--- src/design/adaptive_frame_skip_governor_assert.svh ---
`ifndef ADAPTIVE_FRAME_SKIP_GOVERNOR_ASSERT_SVH
`define ADAPTIVE_FRAME_SKIP_GOVERNOR_ASSERT_SVH
// Assertion helpers: implication checked on every edge outside reset.
`define AFSG_ASSERT_IMP(lbl, clk, rstn, a, c) \
    lbl: assert property (@(posedge clk) disable iff (!rstn) (a) |-> (c)) \
        else $error("assertion failed");
`define AFSG_ASSERT_NXT(lbl, clk, rstn, a, c) \
    lbl: assert property (@(posedge clk) disable iff (!rstn) (a) |=> (c)) \
        else $error("assertion failed");
`endif

--- src/design/afsg_pkg.sv ---
`default_nettype none
package afsg_pkg;
    localparam int PATTERN_LENGTH = 12;
    localparam int CADENCE_WINDOW = 24;
    localparam int COOLDOWN_LENGTH = 48;
    localparam logic [2:0] TOP_LEVEL = 3'd6;
    localparam logic [4:0] DETECT_MIN_TWOS = 5'd20;
    localparam logic [2:0] EXIT_ONES = 3'd4;
    localparam logic [31:0] GAP_LIMIT_US = 32'd250000;
    localparam logic [31:0] WINDOW_LIMIT_US = 32'd1500000;
    localparam logic [17:0] DOUBLE_STEP_BELOW = 18'd36045;
    localparam logic [17:0] SPEED_SAT = 18'd262143;
    localparam logic [17:0] SPEED_ONE = 18'd65536;
    // 12*65536*1e6/60
    localparam logic [37:0] SPEED_NUM = 38'd13107200000;

    localparam logic [1:0] FUNC_BEGIN = 2'd0;
    localparam logic [1:0] FUNC_END = 2'd1;
    localparam logic [1:0] FUNC_SUBMIT = 2'd2;
    localparam logic [1:0] MODE_FULL = 2'd1;
    localparam logic [1:0] MODE_BAL = 2'd2;

    localparam logic [2:0] REG_WARMUP = 3'd0;
    localparam logic [2:0] REG_AUD_LO = 3'd1;
    localparam logic [2:0] REG_AUD_HI = 3'd2;
    localparam logic [2:0] REG_RAISE = 3'd3;
    localparam logic [2:0] REG_LOWER = 3'd4;
    localparam logic [2:0] REG_BALMAX = 3'd5;

    typedef struct packed {
        logic [1:0]  func;
        logic [1:0]  mode;
        logic        enabled;
        logic [31:0] vb_count;
        logic [31:0] time_us;
        logic [6:0]  audio;
    } afsg_item_t;

    typedef struct packed {
        logic [4:0]  warmup_length;
        logic [6:0]  audio_low_mark;
        logic [6:0]  audio_high_mark;
        logic [16:0] raise_below_speed;
        logic [16:0] lower_above_speed;
        logic [2:0]  balanced_max_level;
    } afsg_cfg_t;

    typedef struct packed {
        logic load;      // capture item, run event step
        logic div_start; // begin speed division
        logic finish;    // apply window result
    } afsg_cmd_t;

    typedef struct packed {
        logic need_div;  // event closes a valid window
        logic div_done;
    } afsg_stat_t;

    function automatic logic skip_rom(input logic [2:0] lvl, input logic [3:0] slot);
        logic [11:0] r;
        case (lvl)
            3'd0: r = 12'h000;
            3'd1: r = 12'h800;
            3'd2: r = 12'h820;
            3'd3: r = 12'h888;
            3'd4: r = 12'h924;
            3'd5: r = 12'hA52;
            default: r = 12'hAAA;
        endcase
        skip_rom = (slot < 4'd12) ? r[slot] : 1'b0;
    endfunction
endpackage
`default_nettype wire

--- src/design/afsg_divider.sv ---
`default_nettype none
// Restoring divider, one quotient bit per cycle: q = (SPEED_NUM + e/2) / e.
module afsg_divider (
    input  wire logic        aclk,
    input  wire logic        aresetn,
    input  wire logic        start,
    input  wire logic [31:0] divisor,
    output logic             done,
    output logic [17:0]      quotient
);
    logic [38:0] num_reg, num_next;
    logic [38:0] rem_reg, rem_next;
    logic [38:0] quo_reg, quo_next;
    logic [5:0]  cnt_reg, cnt_next;
    logic        busy_reg, busy_next;
    logic        done_reg, done_next;
    logic [31:0] dvs_reg, dvs_next;
    logic [39:0] trial;

    always_comb begin
        num_next = num_reg;
        rem_next = rem_reg;
        quo_next = quo_reg;
        cnt_next = cnt_reg;
        busy_next = busy_reg;
        done_next = 1'b0;
        dvs_next = dvs_reg;
        trial = {rem_reg, num_reg[38]} - {8'd0, dvs_reg};
        if (start) begin
            num_next = {1'b0, afsg_pkg::SPEED_NUM} + {7'd0, 1'b0, divisor[31:1]};
            rem_next = '0;
            quo_next = '0;
            cnt_next = 6'd39;
            busy_next = 1'b1;
            dvs_next = divisor;
        end else if (busy_reg) begin
            num_next = {num_reg[37:0], 1'b0};
            if (!trial[39]) begin
                rem_next = trial[38:0];
                quo_next = {quo_reg[37:0], 1'b1};
            end else begin
                rem_next = {rem_reg[37:0], num_reg[38]};
                quo_next = {quo_reg[37:0], 1'b0};
            end
            cnt_next = cnt_reg - 6'd1;
            if (cnt_reg == 6'd1) begin
                busy_next = 1'b0;
                done_next = 1'b1;
            end
        end
    end

    always_ff @(posedge aclk) begin
        if (!aresetn) begin
            busy_reg <= 1'b0;
            done_reg <= 1'b0;
            cnt_reg <= '0;
        end else begin
            busy_reg <= busy_next;
            done_reg <= done_next;
            cnt_reg <= cnt_next;
        end
        num_reg <= num_next;
        rem_reg <= rem_next;
        quo_reg <= quo_next;
        dvs_reg <= dvs_next;
    end

    assign done = done_reg;
    assign quotient = (quo_reg > {21'd0, afsg_pkg::SPEED_SAT}) ? afsg_pkg::SPEED_SAT
                                                             : quo_reg[17:0];
endmodule
`default_nettype wire

--- src/design/afsg_datapath.sv ---
`default_nettype none
module afsg_datapath (
    input  wire logic                 aclk,
    input  wire logic                 aresetn,
    input  wire afsg_pkg::afsg_cmd_t  cmd,
    output afsg_pkg::afsg_stat_t      stat,
    input  wire afsg_pkg::afsg_item_t item,
    input  wire afsg_pkg::afsg_cfg_t  cfg,
    output logic                      skip,
    output logic [2:0]                level,
    output logic                      native_lock,
    output logic                      active
);
    logic [17:0] avg_reg, avg_next;
    logic [2:0]  lvl_reg, lvl_next, saved_reg, saved_next, maxl_reg, maxl_next;
    logic [3:0]  slot_reg, slot_next, win_reg, win_next;
    logic [4:0]  warm_reg, warm_next;
    logic [1:0]  good_reg, good_next;
    logic        act_reg, act_next, hs_reg, hs_next, nat_reg, nat_next;
    logic [31:0] wst_reg, wst_next, lbt_reg, lbt_next, lvb_reg, lvb_next;
    logic [4:0]  smp_reg, smp_next, twos_reg, twos_next;
    logic [2:0]  ex_reg, ex_next;
    logic [5:0]  cd_reg, cd_next;
    logic        trk_reg, trk_next, hvb_reg, hvb_next, det_reg, det_next;
    logic        skip_reg, skip_next, need_reg, need_next;
    logic [6:0]  aud_reg, aud_next;
    logic [31:0] e_reg, e_next;

    logic [31:0] gap, e, dvb;
    logic [2:0]  bal;
    logic [17:0] m, av;
    logic [19:0] sum;
    logic [3:0]  lsum;
    logic        ddone;

    afsg_divider u_div (
        .aclk(aclk), .aresetn(aresetn), .start(cmd.div_start),
        .divisor(e_reg), .done(ddone), .quotient(m)
    );

    always_comb begin
        avg_next = avg_reg; lvl_next = lvl_reg; saved_next = saved_reg;
        maxl_next = maxl_reg; slot_next = slot_reg; win_next = win_reg;
        warm_next = warm_reg; good_next = good_reg; act_next = act_reg;
        hs_next = hs_reg; nat_next = nat_reg; wst_next = wst_reg;
        lbt_next = lbt_reg; lvb_next = lvb_reg; smp_next = smp_reg;
        twos_next = twos_reg; ex_next = ex_reg; cd_next = cd_reg;
        trk_next = trk_reg; hvb_next = hvb_reg; det_next = det_reg;
        skip_next = skip_reg; need_next = need_reg; aud_next = aud_reg;
        e_next = e_reg;
        gap = item.time_us - lbt_reg;
        e = item.time_us - wst_reg;
        dvb = item.vb_count - lvb_reg;
        bal = (cfg.balanced_max_level > afsg_pkg::TOP_LEVEL) ? afsg_pkg::TOP_LEVEL
                                                              : cfg.balanced_max_level;
        sum = {2'd0, avg_reg} + {1'b0, avg_reg, 1'b0} + {2'd0, m} + 20'd2;
        av = hs_reg ? sum[19:2] : m;
        lsum = {1'b0, lvl_reg} + ((av < afsg_pkg::DOUBLE_STEP_BELOW) ? 4'd2 : 4'd1);

        if (cmd.load) begin
            skip_next = 1'b0;
            need_next = 1'b0;
            case (item.func)
                afsg_pkg::FUNC_BEGIN: begin
                    maxl_next = (item.mode == afsg_pkg::MODE_BAL) ? bal : afsg_pkg::TOP_LEVEL;
                    if (item.mode != afsg_pkg::MODE_FULL && item.mode != afsg_pkg::MODE_BAL) begin
                        if (act_reg) begin
                            avg_next = afsg_pkg::SPEED_ONE; lvl_next = '0; saved_next = '0;
                            slot_next = '0; warm_next = '0; win_next = '0; good_next = '0;
                            act_next = 1'b0; hs_next = 1'b0; nat_next = 1'b0;
                        end
                    end else if (!act_reg || gap[31] || gap > afsg_pkg::GAP_LIMIT_US) begin
                        avg_next = afsg_pkg::SPEED_ONE; lvl_next = '0; saved_next = '0;
                        slot_next = '0; warm_next = '0; win_next = '0; good_next = '0;
                        act_next = 1'b1; hs_next = 1'b0; nat_next = 1'b0;
                        wst_next = item.time_us; lbt_next = item.time_us;
                    end else begin
                        lbt_next = item.time_us;
                        if (det_reg && !nat_reg) begin
                            nat_next = 1'b1; saved_next = lvl_reg; lvl_next = '0;
                            slot_next = '0; good_next = '0;
                        end else if (!det_reg && nat_reg) begin
                            nat_next = 1'b0; lvl_next = saved_reg;
                            slot_next = '0; good_next = '0;
                        end
                        if (!det_reg && warm_reg >= cfg.warmup_length)
                            skip_next = afsg_pkg::skip_rom(
                                (nat_reg ? saved_reg : lvl_reg) > afsg_pkg::TOP_LEVEL
                                    ? afsg_pkg::TOP_LEVEL : (nat_reg ? saved_reg : lvl_reg),
                                nat_reg ? 4'd0 : slot_reg);
                    end
                end
                afsg_pkg::FUNC_END: begin
                    if (item.enabled && act_reg) begin
                        if (warm_reg < cfg.warmup_length) warm_next = warm_reg + 5'd1;
                        slot_next = (slot_reg == 4'd11) ? 4'd0 : slot_reg + 4'd1;
                        win_next = win_reg + 4'd1;
                        if (win_reg >= 4'd11) begin
                            wst_next = item.time_us;
                            win_next = '0;
                            if (e == '0 || e[31] || e > afsg_pkg::WINDOW_LIMIT_US) begin
                                hs_next = 1'b0; good_next = '0;
                            end else begin
                                need_next = 1'b1; e_next = e; aud_next = item.audio;
                            end
                        end
                    end
                end
                afsg_pkg::FUNC_SUBMIT: begin
                    if (!item.enabled) begin
                        if (trk_reg) begin
                            trk_next = 1'b0; hvb_next = 1'b0; det_next = 1'b0;
                            smp_next = '0; twos_next = '0; ex_next = '0; cd_next = '0;
                        end
                    end else begin
                        trk_next = 1'b1;
                        lvb_next = item.vb_count;
                        if (!hvb_reg) begin
                            hvb_next = 1'b1;
                        end else begin
                            if (cd_reg != '0) cd_next = cd_reg - 6'd1;
                            if (det_reg) begin
                                if (dvb == 32'd1) ex_next = ex_reg + 3'd1;
                                else if (dvb == 32'd2) ex_next = '0;
                                if (ex_next >= afsg_pkg::EXIT_ONES) begin
                                    smp_next = '0; twos_next = '0; ex_next = '0;
                                    cd_next = 6'(afsg_pkg::COOLDOWN_LENGTH);
                                    det_next = 1'b0;
                                end
                            end else begin
                                smp_next = smp_reg + 5'd1;
                                if (dvb == 32'd2) twos_next = twos_reg + 5'd1;
                                if (smp_next >= 5'(afsg_pkg::CADENCE_WINDOW)) begin
                                    if (cd_next == '0 && twos_next >= afsg_pkg::DETECT_MIN_TWOS)
                                        det_next = 1'b1;
                                    smp_next = '0; twos_next = '0;
                                end
                            end
                        end
                    end
                end
                default: ;
            endcase
        end else if (cmd.finish) begin
            need_next = 1'b0;
            avg_next = av;
            hs_next = 1'b1;
            if (warm_reg >= cfg.warmup_length) begin
                if (nat_reg) begin
                    lvl_next = '0; good_next = '0;
                end else if (av < {1'b0, cfg.raise_below_speed} ||
                             (aud_reg <= cfg.audio_low_mark &&
                              av < {1'b0, cfg.lower_above_speed})) begin
                    lvl_next = (lsum < {1'b0, maxl_reg}) ? lsum[2:0] : maxl_reg;
                    good_next = '0; slot_next = '0;
                end else if (av > {1'b0, cfg.lower_above_speed} &&
                             aud_reg >= cfg.audio_high_mark) begin
                    if (good_reg == 2'd2) begin
                        if (lvl_reg != '0) lvl_next = lvl_reg - 3'd1;
                        good_next = '0; slot_next = '0;
                    end else begin
                        good_next = good_reg + 2'd1;
                    end
                end else begin
                    good_next = '0;
                end
            end
        end
    end

    // av is the updated average; the first sample takes m itself
    always_ff @(posedge aclk) begin
        if (!aresetn) begin
            avg_reg <= afsg_pkg::SPEED_ONE; lvl_reg <= '0; saved_reg <= '0;
            maxl_reg <= afsg_pkg::TOP_LEVEL; slot_reg <= '0; win_reg <= '0;
            warm_reg <= '0; good_reg <= '0; act_reg <= 1'b0; hs_reg <= 1'b0;
            nat_reg <= 1'b0; wst_reg <= '0; lbt_reg <= '0; lvb_reg <= '0;
            smp_reg <= '0; twos_reg <= '0; ex_reg <= '0; cd_reg <= '0;
            trk_reg <= 1'b0; hvb_reg <= 1'b0; det_reg <= 1'b0;
            skip_reg <= 1'b0; need_reg <= 1'b0;
        end else begin
            avg_reg <= avg_next; lvl_reg <= lvl_next; saved_reg <= saved_next;
            maxl_reg <= maxl_next; slot_reg <= slot_next; win_reg <= win_next;
            warm_reg <= warm_next; good_reg <= good_next; act_reg <= act_next;
            hs_reg <= hs_next; nat_reg <= nat_next; wst_reg <= wst_next;
            lbt_reg <= lbt_next; lvb_reg <= lvb_next; smp_reg <= smp_next;
            twos_reg <= twos_next; ex_reg <= ex_next; cd_reg <= cd_next;
            trk_reg <= trk_next; hvb_reg <= hvb_next; det_reg <= det_next;
            skip_reg <= skip_next; need_reg <= need_next;
        end
        aud_reg <= aud_next;
        e_reg <= e_next;
    end

    assign stat.need_div = need_reg;
    assign stat.div_done = ddone;
    assign skip = skip_reg;
    assign level = lvl_reg;
    assign native_lock = nat_reg;
    assign active = act_reg;
endmodule
`default_nettype wire

--- src/design/afsg_ctrl.sv ---
`default_nettype none
`include "adaptive_frame_skip_governor_assert.svh"
module afsg_ctrl (
    input  wire logic                aclk,
    input  wire logic                aresetn,
    input  wire logic                in_fire,
    input  wire logic                out_busy,
    input  wire afsg_pkg::afsg_stat_t stat,
    output afsg_pkg::afsg_cmd_t      cmd,
    output logic                     in_ready,
    output logic                     out_load
);
    typedef enum logic [4:0] {
        ST_IDLE = 5'b00001,
        ST_EVAL = 5'b00010,
        ST_DIV  = 5'b00100,
        ST_FIN  = 5'b01000,
        ST_OUT  = 5'b10000
    } afsg_state_t;
    afsg_state_t state_reg, state_next;

    always_comb begin
        state_next = state_reg;
        cmd = '0;
        out_load = 1'b0;
        case (state_reg)
            ST_IDLE: if (in_fire) begin
                cmd.load = 1'b1;
                state_next = ST_EVAL;
            end
            ST_EVAL: begin
                if (stat.need_div) begin
                    cmd.div_start = 1'b1;
                    state_next = ST_DIV;
                end else begin
                    state_next = ST_OUT;
                end
            end
            ST_DIV: if (stat.div_done) state_next = ST_FIN;
            ST_FIN: begin
                cmd.finish = 1'b1;
                state_next = ST_OUT;
            end
            ST_OUT: if (!out_busy) begin
                out_load = 1'b1;
                state_next = ST_IDLE;
            end
            default: state_next = ST_IDLE;
        endcase
    end

    always_ff @(posedge aclk) begin
        if (!aresetn) state_reg <= ST_IDLE;
        else state_reg <= state_next;
    end

    assign in_ready = (state_reg == ST_IDLE);

    `AFSG_ASSERT_NXT(a_load_eval, aclk, aresetn, cmd.load, state_reg == ST_EVAL)
    `AFSG_ASSERT_IMP(a_start_eval, aclk, aresetn, cmd.div_start, state_reg == ST_EVAL)
    `AFSG_ASSERT_NXT(a_fin_out, aclk, aresetn, cmd.finish, state_reg == ST_OUT)
endmodule
`default_nettype wire

--- src/design/adaptive_frame_skip_governor.sv ---
// Adaptive frame-skip governor.
// Input channel s_axis_*: one word per event (frame begin, frame end, render
// submission). Output channel m_axis_*: one word per event with the skip
// decision, current level, native-30 flag and active flag.
// Most events go from accept to output valid through the EVAL and OUT states; a
// frame end that closes a valid 12-frame window also runs the speed division in
// the restoring divider, with start and done handoff, through the DIV and FIN states.
// One event is processed at a time; s_axis_tready is high only when the
// controller is idle.
// The output register holds a finished word while the receiver stalls; the
// next event is accepted meanwhile and waits only at its own output step.
// Reset (aresetn low, synchronous) loads the register defaults, clears all
// governor and cadence state and empties the output register.
// Configuration goes through the APB port, registers at 4*index; write only
// while no event is in flight.
`default_nettype none
module adaptive_frame_skip_governor (
    input  wire logic        aclk,
    input  wire logic        aresetn,
    input  wire logic        s_axis_tvalid,
    output logic             s_axis_tready,
    // [1:0] func, [3:2] mode, [4] enabled, [5] rendered, [37:6] vb_count,
    // [69:38] time_us, [76:70] audio_fill, [79:77] zero
    input  wire logic [79:0] s_axis_tdata,
    output logic             m_axis_tvalid,
    input  wire logic        m_axis_tready,
    // [0] skip, [3:1] level, [4] native_lock, [5] active, [7:6] zero
    output logic [7:0]       m_axis_tdata,
    input  wire logic        psel,
    input  wire logic        penable,
    input  wire logic        pwrite,
    input  wire logic [4:0]  paddr,
    input  wire logic [31:0] pwdata,
    output logic [31:0]      prdata,
    output logic             pready
);
    afsg_pkg::afsg_cfg_t  cfg_reg;
    afsg_pkg::afsg_item_t item;
    afsg_pkg::afsg_cmd_t  cmd;
    afsg_pkg::afsg_stat_t stat;
    logic       in_fire, out_load, skip, native, act;
    logic [2:0] level;
    logic       ov_reg;
    logic [7:0] od_reg;
    logic [2:0] ridx;

    assign pready = 1'b1;
    assign ridx = paddr[4:2];
    always_ff @(posedge aclk) begin
        if (!aresetn) begin
            cfg_reg.warmup_length <= 5'd24;
            cfg_reg.audio_low_mark <= 7'd12;
            cfg_reg.audio_high_mark <= 7'd35;
            cfg_reg.raise_below_speed <= 17'd63570;
            cfg_reg.lower_above_speed <= 17'd65208;
            cfg_reg.balanced_max_level <= 3'd4;
        end else if (psel && penable && pwrite) begin
            case (ridx)
                afsg_pkg::REG_WARMUP: cfg_reg.warmup_length <= pwdata[4:0];
                afsg_pkg::REG_AUD_LO: cfg_reg.audio_low_mark <= pwdata[6:0];
                afsg_pkg::REG_AUD_HI: cfg_reg.audio_high_mark <= pwdata[6:0];
                afsg_pkg::REG_RAISE: cfg_reg.raise_below_speed <= pwdata[16:0];
                afsg_pkg::REG_LOWER: cfg_reg.lower_above_speed <= pwdata[16:0];
                afsg_pkg::REG_BALMAX: cfg_reg.balanced_max_level <= pwdata[2:0];
                default: ;
            endcase
        end
    end

    always_comb begin
        case (ridx)
            afsg_pkg::REG_WARMUP: prdata = {27'd0, cfg_reg.warmup_length};
            afsg_pkg::REG_AUD_LO: prdata = {25'd0, cfg_reg.audio_low_mark};
            afsg_pkg::REG_AUD_HI: prdata = {25'd0, cfg_reg.audio_high_mark};
            afsg_pkg::REG_RAISE: prdata = {15'd0, cfg_reg.raise_below_speed};
            afsg_pkg::REG_LOWER: prdata = {15'd0, cfg_reg.lower_above_speed};
            afsg_pkg::REG_BALMAX: prdata = {29'd0, cfg_reg.balanced_max_level};
            default: prdata = '0;
        endcase
    end

    assign in_fire = s_axis_tvalid && s_axis_tready;
    assign item.func = s_axis_tdata[1:0];
    assign item.mode = s_axis_tdata[3:2];
    assign item.enabled = s_axis_tdata[4];
    assign item.vb_count = s_axis_tdata[37:6];
    assign item.time_us = s_axis_tdata[69:38];
    assign item.audio = s_axis_tdata[76:70];

    afsg_ctrl u_ctrl (
        .aclk(aclk), .aresetn(aresetn), .in_fire(in_fire),
        .out_busy(ov_reg && !m_axis_tready), .stat(stat), .cmd(cmd),
        .in_ready(s_axis_tready), .out_load(out_load)
    );

    afsg_datapath u_dp (
        .aclk(aclk), .aresetn(aresetn), .cmd(cmd), .stat(stat), .item(item),
        .cfg(cfg_reg), .skip(skip), .level(level), .native_lock(native),
        .active(act)
    );

    always_ff @(posedge aclk) begin
        if (!aresetn) ov_reg <= 1'b0;
        else if (out_load) ov_reg <= 1'b1;
        else if (m_axis_tready) ov_reg <= 1'b0;
        if (out_load) od_reg <= {2'b00, act, native, level, skip};
    end

    assign m_axis_tvalid = ov_reg;
    assign m_axis_tdata = od_reg;
endmodule
`default_nettype wire

--- config.mk ---
export PLATFORM = sky130hd
export DESIGN_NAME = adaptive_frame_skip_governor
export DESIGN_NICKNAME = d
export VERILOG_FILES = /design/src/design/afsg_pkg.sv /design/src/design/afsg_divider.sv /design/src/design/afsg_datapath.sv /design/src/design/afsg_ctrl.sv /design/src/design/adaptive_frame_skip_governor.sv
export VERILOG_INCLUDE_DIRS = /design/src /design/src/design
export SDC_FILE = /design/constraint.sdc
export NUM_CORES = 1
export LEC_CHECK = 0
export BUFFER_PORTS_ARGS = -buffer_cell sky130_fd_sc_hd__buf_4
export CORE_ASPECT_RATIO = 0.5
export CORE_UTILIZATION = 46
export CTS_CLUSTER_SIZE = 30
export DETAILED_ROUTE_END_ITERATION = 16
export SYNTH_ARGS = -nofsm -noshare
export SYNTH_HDL_FRONTEND = slang
export SYNTH_SLANG_ARGS = --single-unit
--- constraint.sdc ---
create_clock -name aclk -period 11.85 [get_ports aclk]
set_clock_uncertainty 0.05 [all_clocks]
set_input_delay 1.185 -clock aclk [delete_from_list [all_inputs] [get_ports aclk]]
set_output_delay 1.185 -clock aclk [all_outputs]
set_load 0.01 [all_outputs]
==> results of run 1 <==
-- critical path, delay by kind of cell (launching register included) --
family | cells | cell delay, ns
adder cells (fa/ha/maj) | 3 | 0.93
buffers and inverters | 4 | 0.50
XOR/XNOR | 1 | 0.18
AO/OA/AOI/OAI | 13 | 3.83
AND/OR/NAND/NOR | 9 | 2.23
flip-flops | 1 | 0.32
-- metrics by stage --
| step | setup WS [ns] | instance area [µm²] | power [mW] |
|---|---|---|---|
| 6_report | 3.63 | 31400 | 3.54 |
| 5_1_grt | 2.84 | 31400 | 3.70 |
| 4_1_cts | 3.81 | 31400 | 3.57 |
| 3_5_place_dp | 3.91 | 30000 | 2.21 |
| 3_3_place_gp | 3.99 | 30000 | 2.20 |
| 2_1_floorplan | 4.65 | 28500 | 2.05 |
-- power groups by stage --
stage / Combinational [mW] / Sequential [mW] / Clock, mW
3_5_place_dp: 0.614 / 1.60 / 0
4_1_cts: 0.617 / 1.56 / 1.39
3_3_place_gp: 0.607 / 1.59 / 0
5_1_grt: 0.693 / 1.57 / 1.44
6_report: 0.619 / 1.56 / 1.35
2_1_floorplan: 0.463 / 1.59 / 0
-- how the worst max path moves through the flow --
stage                           start          endpoint  cells after the start
2_1_floorplan  u_dp.u_div.quo_reg[20]     u_dp.level[0]                     29
3_3_place_gp   u_dp.u_div.quo_reg[20]     u_dp.level[1]                     30
3_5_place_dp   u_dp.u_div.quo_reg[20]  u_dp.slot_reg[3]                     30
4_1_cts        u_dp.u_div.quo_reg[20]  u_dp.slot_reg[3]                     30
5_1_grt        u_dp.u_div.quo_reg[20]  u_dp.slot_reg[3]                     30
6_report       u_dp.u_div.quo_reg[20]  u_dp.slot_reg[3]                     30
-- cell families (layout without fill, tap and decap cells) --
family | after synthesis | count (layout) | synth area share (%)
AOI/OAI and AO/OA | 920 | 920 | 20.5
xor gates and xnor gates | 120 | 120 | 3.69
adders and majority gates | 240 | 240 | 11.1
buffers and inverters | 465 | 534 | 6.47
DFF | 429 | 429 | 34.3
muxes | 139 | 139 | 5.01
other | 2 | 19 | 0.0264
and+or+nand+nor | 1147 | 1147 | 18.9
-- routing by layer --
layer / vias to the layer above / track usage (%)
met5: - / 0
met4: 0 / 5.36
met3: 104 / 3.03
met2: 439 / 35.0
met1: 11400 / 31.9
li1: 12300 / -
-- area by class of cell --
class | instances | area (µm²)
Antenna cell | 1 | 2.50
Clock inverter | 30 | 241
Inverter | 307 | 1160
Timing Repair Buffer | 150 | 1130
Multi-Input combinational cell | 2584 | 17000
Sequential cell | 429 | 9750
Tap cell | 825 | 1030
Clock buffer | 47 | 1090
Fill cell | 5862 | 29700
-- synthesized netlist by cell type (10+ instances only) --
master    number
buf_2         18
o31ai_1       13
nand4_1       41
and4_1        13
o21ai_0      194
a21o_1        86
and3_1        30
nand3b_1      11
nor3b_1       17
nor4_1        29
inv_1        306
ha_1         219
a31oi_1       33
a21oi_1      301
or3_1         21
and2_1        26
xnor2_1       75
or2_2         10
nor3_1        54
buf_4         19
nor2b_1       23
fa_1          21
xor2_1        45
a211oi_1      34
o211ai_1      48
edfxtp_1     116
dfxtp_1      313
o21bai_1      16
o21a_1        26
nand2b_1      39
clkbuf_1     103
mux2i_1      131
o22ai_1       11
nand3_1       72
a22o_1        26
nand2_1      462
nor2_1       264
buf_1         16
==> results.toml, run 1 <==
[logic_synthesis]
synth_top_area_share_pct = 22.0
yosysUniqueCellTypes = 95
yosysSeqAreaShare_pct = 34.3
synth_edf_count = 116
ys_ff_latch = 429
synthCells = 3462
syn_avg_cell_area_um2 = 8.22
ys_async_sr_fraction_pct = 0
synth.largest_area_cell = "dfxtp_1"
ys_warn_count = 0
synth_area_um2 = 28400
synth_area_leaders = "dfxtp_1 (22%), edfxtp_1 (12%), ha_1 (9.6%)"
ys.flop_type = "dfxtp_1"

[sta]
hold_slack_ns = 0.390
relSlewSlack_pct = 25.8
min_period_ns = 8.22
min_period_over_period_pct = 69.3
worst_pin_slew_ns = 1.11
fmax_mhz = 122
rsz0062_at_grt = "no"
hold_viol = 0
drv_slew = 0
setup_viol = 0
tns_ns = 0

[flow_run]
maxCapViolCount = 0

[status]
violations = "design-rule violations"
status = "finished with violations"

[detailed_routing]
wl_met1_um = 35700
drtIter0Drc = 1593
via_per_inst = 5.54
dr_total_vias = 24200
first_pass_iters = 12
top_layer_used = "met4"
routed_wl_um = 70500
wl_per_cell_um = 16.1
met3WireLength_um = 2980
ant_nets = 0
dr_wl_met2_um = 30300
remaining_drc_errors = 1

[hold_path]
holdCritPathClass = "flop to flop"
holdPathEnd = "u_dp.u_div.dvs_reg[0]"
hold_start = "u_dp.e_reg[0]"
hold-path-cell-count = 0

[grt]
grt_pass1_wl_um = 116000
grt_max_degree = 72
overflow = 0
grt_pass1_vias = 22500
grt_usage_pct = 22.2
antenna_found_initial = 2

[critical_path]
r2r_cells = 30
r2r_slack_ns = 3.63
worstSetupPathType = "flop to flop"
crit_slowest_cell = "a21oi_1"
cp_max_fo = 22
regToRegEndpoint = "u_dp.slot_reg[3]"
r2r_start = "u_dp.u_div.quo_reg[20]"
critPathRequiredTime_ns = 12.27
cp-start-kind = "flop"
worst_ep_arrival_time_ns = 8.63
critPathMaxStageDelay_ns = 0.82
end_kind = "flop"
critical_path.most_common_cell = "o21ai_0"

[cts]
cts.sinks = 429
cts_buffers = 42
hold_buffers = 0
ctsHtreeMaxLevel = 2
cts_setup_buffers = 0
clock_latency_ns = 0.59
cts-root-buf = "clkbuf_16"
post_cts_resized = 0
cts_tree = "yes"
cts_buffer_depth = 3
path_clk_slew_ns = 0.07

[power_and_ir_drop]
p_int_mw = 2.51
peakVddDrop_v = 0.0000939
power_frac_comb_pct = 17.5
power_density_nw_per_um2 = 113
sw_frac_of_total_pct = 29.0
clkPwrFrac_pct = 38.3
seq_power_share_pct = 44.2
switchingPower_mw = 1.03
total_leakage_power_nw = 13.0

[die]
core_area_um2 = 61100
ios = 167
die_h_um = 178
initial_core_util_pct = 46.6
rows = 64
die_area_um2 = 62900
die_x_um = 354

[layout]
layout-drive-gt1-share_pct = 7.58
final_util_pct = 51.3
final_common_cell = "nand2_1"
layout.cells.most_common_list = "nand2_1 (462), dfxtp_1 (312), inv_1 (305)"
final_nets = 3878
syn2layout_area_growth_pct = 10.3
finalNonFillerCells = 4373
largest_reg_flops = 56

[placed_design]
dpl.hpwl_um = 52000
io_buffers = 127
dp_cells = 4295
gp_congestion = 0.903
Note: power is estimated with default switching activity, not from simulation.
==> run 2: changes to the inputs <==
==> constraint.sdc (replaced) <==
create_clock -name aclk -period 8.1 [get_ports aclk]
set_clock_uncertainty 0.05 [all_clocks]
set_input_delay 0.81 -clock aclk [delete_from_list [all_inputs] [get_ports aclk]]
set_output_delay 0.81 -clock aclk [all_outputs]
set_load 0.01 [all_outputs]
==> run 2 against run 1 <==
Net effect:
- the flow now finishes without violations
- sequential cell count unchanged
- non-clock buffer count grew 9
- clock power rose by 53%
- global-route usage about the same
- combinational power up 46%
- via count up 0.61%
- worst setup slack got worse by 2.9 ns
- worst hold slack worse by 0.039 ns
- cell count up 0.30%
- critical endpoint unchanged
- largest cell class unchanged
==> results.toml, run 2 (synthesized netlist as in run 1, its figures left out) <==
[layout]
final_nets = 3888
layout.cells.most_common_list = "nand2_1 (462), dfxtp_1 (312), inv_1 (306)"
final_common_cell = "nand2_1"
largest_reg_flops = 56
nFillCells = 5816
syn2layout_area_growth_pct = 10.9
layout-drive-gt1-share_pct = 8.01

[power_and_ir_drop]
sw_frac_of_total_pct = 28.3
total_leakage_power_nw = 13.0
peakVddDrop_v = 0.000158
p_int_mw = 3.77
switchingPower_mw = 1.49
clkPwrFrac_pct = 39.3
power_density_nw_per_um2 = 167
seq_power_share_pct = 43.5
power_frac_comb_pct = 17.2

[sta]
worst_pin_slew_ns = 1.11
min_period_ns = 7.40
setup_viol = 0
rsz0062_at_grt = "no"
fmax_mhz = 135
hold_viol = 0
relSlewSlack_pct = 26.0
min_period_over_period_pct = 91.4
drv_slew = 0
tns_ns = 0
hold_slack_ns = 0.351

[die]
die_area_um2 = 62900
core_area_um2 = 61100
die_h_um = 178
die_x_um = 354
rows = 64
ios = 167
initial_core_util_pct = 46.6

[critical_path]
cp_max_fo = 6
end_kind = "flop"
worst_ep_arrival_time_ns = 7.86
crit_slowest_cell = "or4_4"
critical_path.most_common_cell = "a21oi_1"
cp-start-kind = "flop"
worstSetupPathType = "flop to flop"
critPathRequiredTime_ns = 8.56
r2r_cells = 30
critPathMaxStageDelay_ns = 0.56

[grt]
grt_pass1_vias = 22500
grt_max_degree = 78
grt_pass1_wl_um = 116000
antenna_found_initial = 5
grt_usage_pct = 22.1
overflow = 0

[status]
status = "finished, final reports clean"

[placed_design]
gp_congestion = 0.890
dpl.hpwl_um = 52700
io_buffers = 127

[detailed_routing]
drtIter0Drc = 1890
wl_per_cell_um = 16.2
ant_nets = 0
dr_total_vias = 24400
via_per_inst = 5.56
first_pass_iters = 5
routed_wl_um = 71100
remaining_drc_errors = 0

[cts]
hold_buffers = 0
cts_setup_buffers = 0
cts-root-buf = "clkbuf_16"
cts.sinks = 429
path_clk_slew_ns = 0.07
cts_tree = "yes"
clock_latency_ns = 0.58
cts_buffer_depth = 3
ctsHtreeMaxLevel = 2
cts_buffers = 43

[hold_path]
holdCritPathClass = "input pin to flop"
hold-path-cell-count = 1

[flow_run]
maxCapViolCount = 0
run 2: cell types whose count changed in the layout (fill, tap and decap cells not counted), sizes merged:
cell / change
inv: -1
clkbuf: +10
clkinv: -9
diode: +3
clkinvlp: +1
buf: +9
run 2: timing repair:
action                                  4_1_cts  5_1_grt
endpoints found under the setup margin        0        7
hold endpoints to repair                      0        0
resized for setup                             0        2
run 2: power groups by stage:
stage / Combinational (mW) / Sequential, mW / Clock [mW]
floorplan: 0.677 / 2.32 / 0
global placement: 0.890 / 2.33 / 0
detailed placement: 0.899 / 2.33 / 0
CTS: 0.904 / 2.29 / 2.12
global route: 1.01 / 2.29 / 2.21
finish: 0.906 / 2.29 / 2.07
run 2: critical path, delay by kind of cell (launching register included):
family	cells	cell delay, ns
xor+xnor	1	0.18
fa+ha+maj	3	0.76
flops	1	0.32
compound gates	16	3.46
buf+inv	2	0.37
simple gates	8	2.17
run 2: cell type report:
type	instances	area, µm²	area share [%]
Antenna cell	4	10.0	0.0317
Clock buffer	57	1240	3.93
Clock inverter	21	194	0.614
Inverter	307	1160	3.66
Multi-Input combinational cell	2584	17000	53.8
Sequential cell	429	9750	30.9
Tap cell	825	1030	3.27
Timing Repair Buffer	159	1190	3.78
run 2: per-stage QoR:
| step | cells | instance area [µm²] | power (mW) | utilization [%] | setup WS [ns] |
|---|---|---|---|---|---|
| 4_1_cts | 4382 | 31500 | 5.31 | 51.6 | 0.449 |
| 3_3_place_gp | 4304 | 30100 | 3.22 | 49.3 | 0.750 |
| 5_1_grt | 4386 | 31600 | 5.52 | 51.7 | 0.0907 |
| 6_report | 4386 | 31600 | 5.26 | 51.7 | 0.696 |
| 2_1_floorplan | 3478 | 28500 | 3.00 | - | 0.895 |
| 3_5_place_dp | 4304 | 30100 | 3.23 | 49.3 | 0.581 |
run 2: final timing paths:
kind | endpoint | start | slack, ns
setup / recovery | u_dp.slot_reg[3] | u_dp.u_div.quo_reg[20] | 0.70
setup reg to reg | u_dp.slot_reg[3] | u_dp.u_div.quo_reg[20] | 0.70
hold reg to reg | u_dp.u_div.dvs_reg[0] | u_dp.e_reg[0] | 0.39
hold / removal | u_dp.aud_reg[4] | s_axis_tdata[74] | 0.35
run 2: per-layer routing:
| metal | up-vias | global-route usage, % | share of wire [%] |
|---|---|---|---|
| met4 | 0 | 5.01 | 2.0 |
| met3 | 96 | 2.84 | 4.2 |
| li1 | 12400 | - | - |
| met5 | - | 0 | 0 |
| met2 | 475 | 35.1 | 43 |
| met1 | 11500 | 31.9 | 50 |
==> run 3: changes to the inputs <==
--- a/config.mk
+++ b/config.mk
@@ -6,7 +6,7 @@
 export SDC_FILE = /design/constraint.sdc
 export NUM_CORES = 1
 export LEC_CHECK = 0
-export BUFFER_PORTS_ARGS = -buffer_cell sky130_fd_sc_hd__buf_4
+export BUFFER_PORTS_ARGS = -buffer_cell sky130_fd_sc_hd__buf_2
 export CORE_ASPECT_RATIO = 0.5
 export CORE_UTILIZATION = 46
 export CTS_CLUSTER_SIZE = 30
==> run 3 against run 2 <==
Net effect:
- routed wire length decreased by 0.84%
- final area down 1.6%
- sequential power about the same
- via count is essentially flat
- first-iteration DRC count shrank 13%
- largest power group unchanged
==> results.toml, run 3 (synthesized netlist as in run 1, its figures left out) <==
[hold_path]
hold_start = "s_axis_tdata[73]"
holdPathEnd = "u_dp.aud_reg[3]"
hold-path-cell-count = 1
holdCritPathClass = "input pin to flop"

[flow_run]
maxCapViolCount = 0

[die]
rows = 64
die_area_um2 = 62900
initial_core_util_pct = 46.6
die_x_um = 354
die_h_um = 178
core_area_um2 = 61100
ios = 167

[layout]
final_common_cell = "nand2_1"
layout-drive-gt1-share_pct = 7.55
largest_reg_flops = 56
layout.cells.most_common_list = "nand2_1 (462), dfxtp_1 (312), inv_1 (305)"
final_nets = 3881
syn2layout_area_growth_pct = 9.12

[placed_design]
dpl.hpwl_um = 51900
io_buffers = 127
gp_congestion = 0.876

[detailed_routing]
first_pass_iters = 7
drtIter0Drc = 1644
dr_total_vias = 24400
remaining_drc_errors = 0
via_per_inst = 5.57
routed_wl_um = 70500
wl_per_cell_um = 16.1
ant_nets = 0

[sta]
relSlewSlack_pct = 24.4
rsz0062_at_grt = "no"
hold_slack_ns = 0.335
drv_slew = 0
min_period_ns = 7.61
tns_ns = 0
worst_pin_slew_ns = 1.13
hold_viol = 0
min_period_over_period_pct = 94.0
fmax_mhz = 131
setup_viol = 0

[critical_path]
r2r_start = "u_dp.u_div.quo_reg[20]"
critPathRequiredTime_ns = 8.51
crit_slowest_cell = "or4_1"
crit_buf_inv = 2
end_kind = "flop"
worstSetupPathType = "flop to flop"
worst_ep_arrival_time_ns = 8.02
r2r_slack_ns = 0.49
cp_max_fo = 6
regToRegEndpoint = "u_dp.level[0]"
r2r_cells = 29
crit_family = "compound AO/OA/AOI/OAI gates"
critPathMaxStageDelay_ns = 0.62
cp-start-kind = "flop"

[cts]
cts_buffers = 42
cts-root-buf = "clkbuf_16"
path_clk_slew_ns = 0.07
cts_tree = "yes"
clock_latency_ns = 0.59
ctsHtreeMaxLevel = 2
cts.sinks = 429
cts_setup_buffers = 0
cts_buffer_depth = 3

[power_and_ir_drop]
peakVddDrop_v = 0.000147
power_density_nw_per_um2 = 164
total_leakage_power_nw = 12.8

[grt]
grt_use_met3_pct = 3.25
grt_usage_pct = 22.0
grt_pass1_wl_um = 115000
grt_pass1_vias = 22500
grt_util_met1_pct = 31.6
top_usage_layer = "met2"
grt.met2_usage_pct = 34.8
grt_max_degree = 100
overflow = 0
antenna_found_initial = 4

[status]
status = "finished, final reports clean"
## run 3: changes by cell type in the layout (fill, tap and decap cells not counted), moves of 3 or more
cell / change
buf_4: -133
clkinv_2: +3
clkinvlp_4: -3
clkbuf_8: -8
clkinv_1: +6
buf_2: +127
clkbuf_1: +3
## run 3: per-layer routing
layer,share of wire (%),vias to the layer above
met5,0,-
met2,43,447
met4,1.8,0
li1,-,12300
met1,50,11500
met3,4.7,88
## run 3: worst max-delay path by stage
stage | slack [ns] | end | from | cells after the start
final | 0.49 | u_dp.level[0] | u_dp.u_div.quo_reg[20] | 29
after global routing | 0.05 | u_dp.level[0] | u_dp.u_div.quo_reg[20] | 29
after CTS | 0.44 | u_dp.level[0] | u_dp.u_div.quo_reg[20] | 29
after detailed placement | 0.50 | u_dp.level[0] | u_dp.u_div.quo_reg[20] | 30
after global placement | 0.59 | u_dp.level[0] | u_dp.u_div.quo_reg[20] | 29
after floorplan | 0.90 | u_dp.level[0] | u_dp.u_div.quo_reg[20] | 29
## run 3: what timing repair did
action | CTS | global route
setup endpoints to repair | 0 | 3
gates resized for setup | 0 | 1
hold buffers | 0 | 0
## run 3: area by class of cell
class	instances	area, µm²
antenna	4	10.0
sequential	429	9750
inverter	307	1160
multi-input combinational	2584	17000
clock inverter	26	186
timing repair buffer	153	831
tap	825	1030
clock buffer	50	1090
fill	5949	30100
## run 3: power by group
group	total [mW]	switching (mW)	internal (mW)	leakage, nW
logic	0.886	0.527	0.359	8.64
registers	2.29	0.0405	2.25	3.58
clock network	1.91	0.911	1.00	0.624
## run 3: through the flow
stage          utilization, %  setup WS [ns]  instances  power (mW)  area [µm²]
6_report                 50.8          0.489       4378        5.09       31000
5_1_grt                  50.8         0.0548       4378        5.34       31000
4_1_cts                  50.8          0.440       4374        5.14       31000
3_5_place_dp             48.7          0.500       4298        3.21       29700
3_3_place_gp             48.7          0.595       4298        3.20       29700
2_1_floorplan               -          0.895       3478        3.00       28500
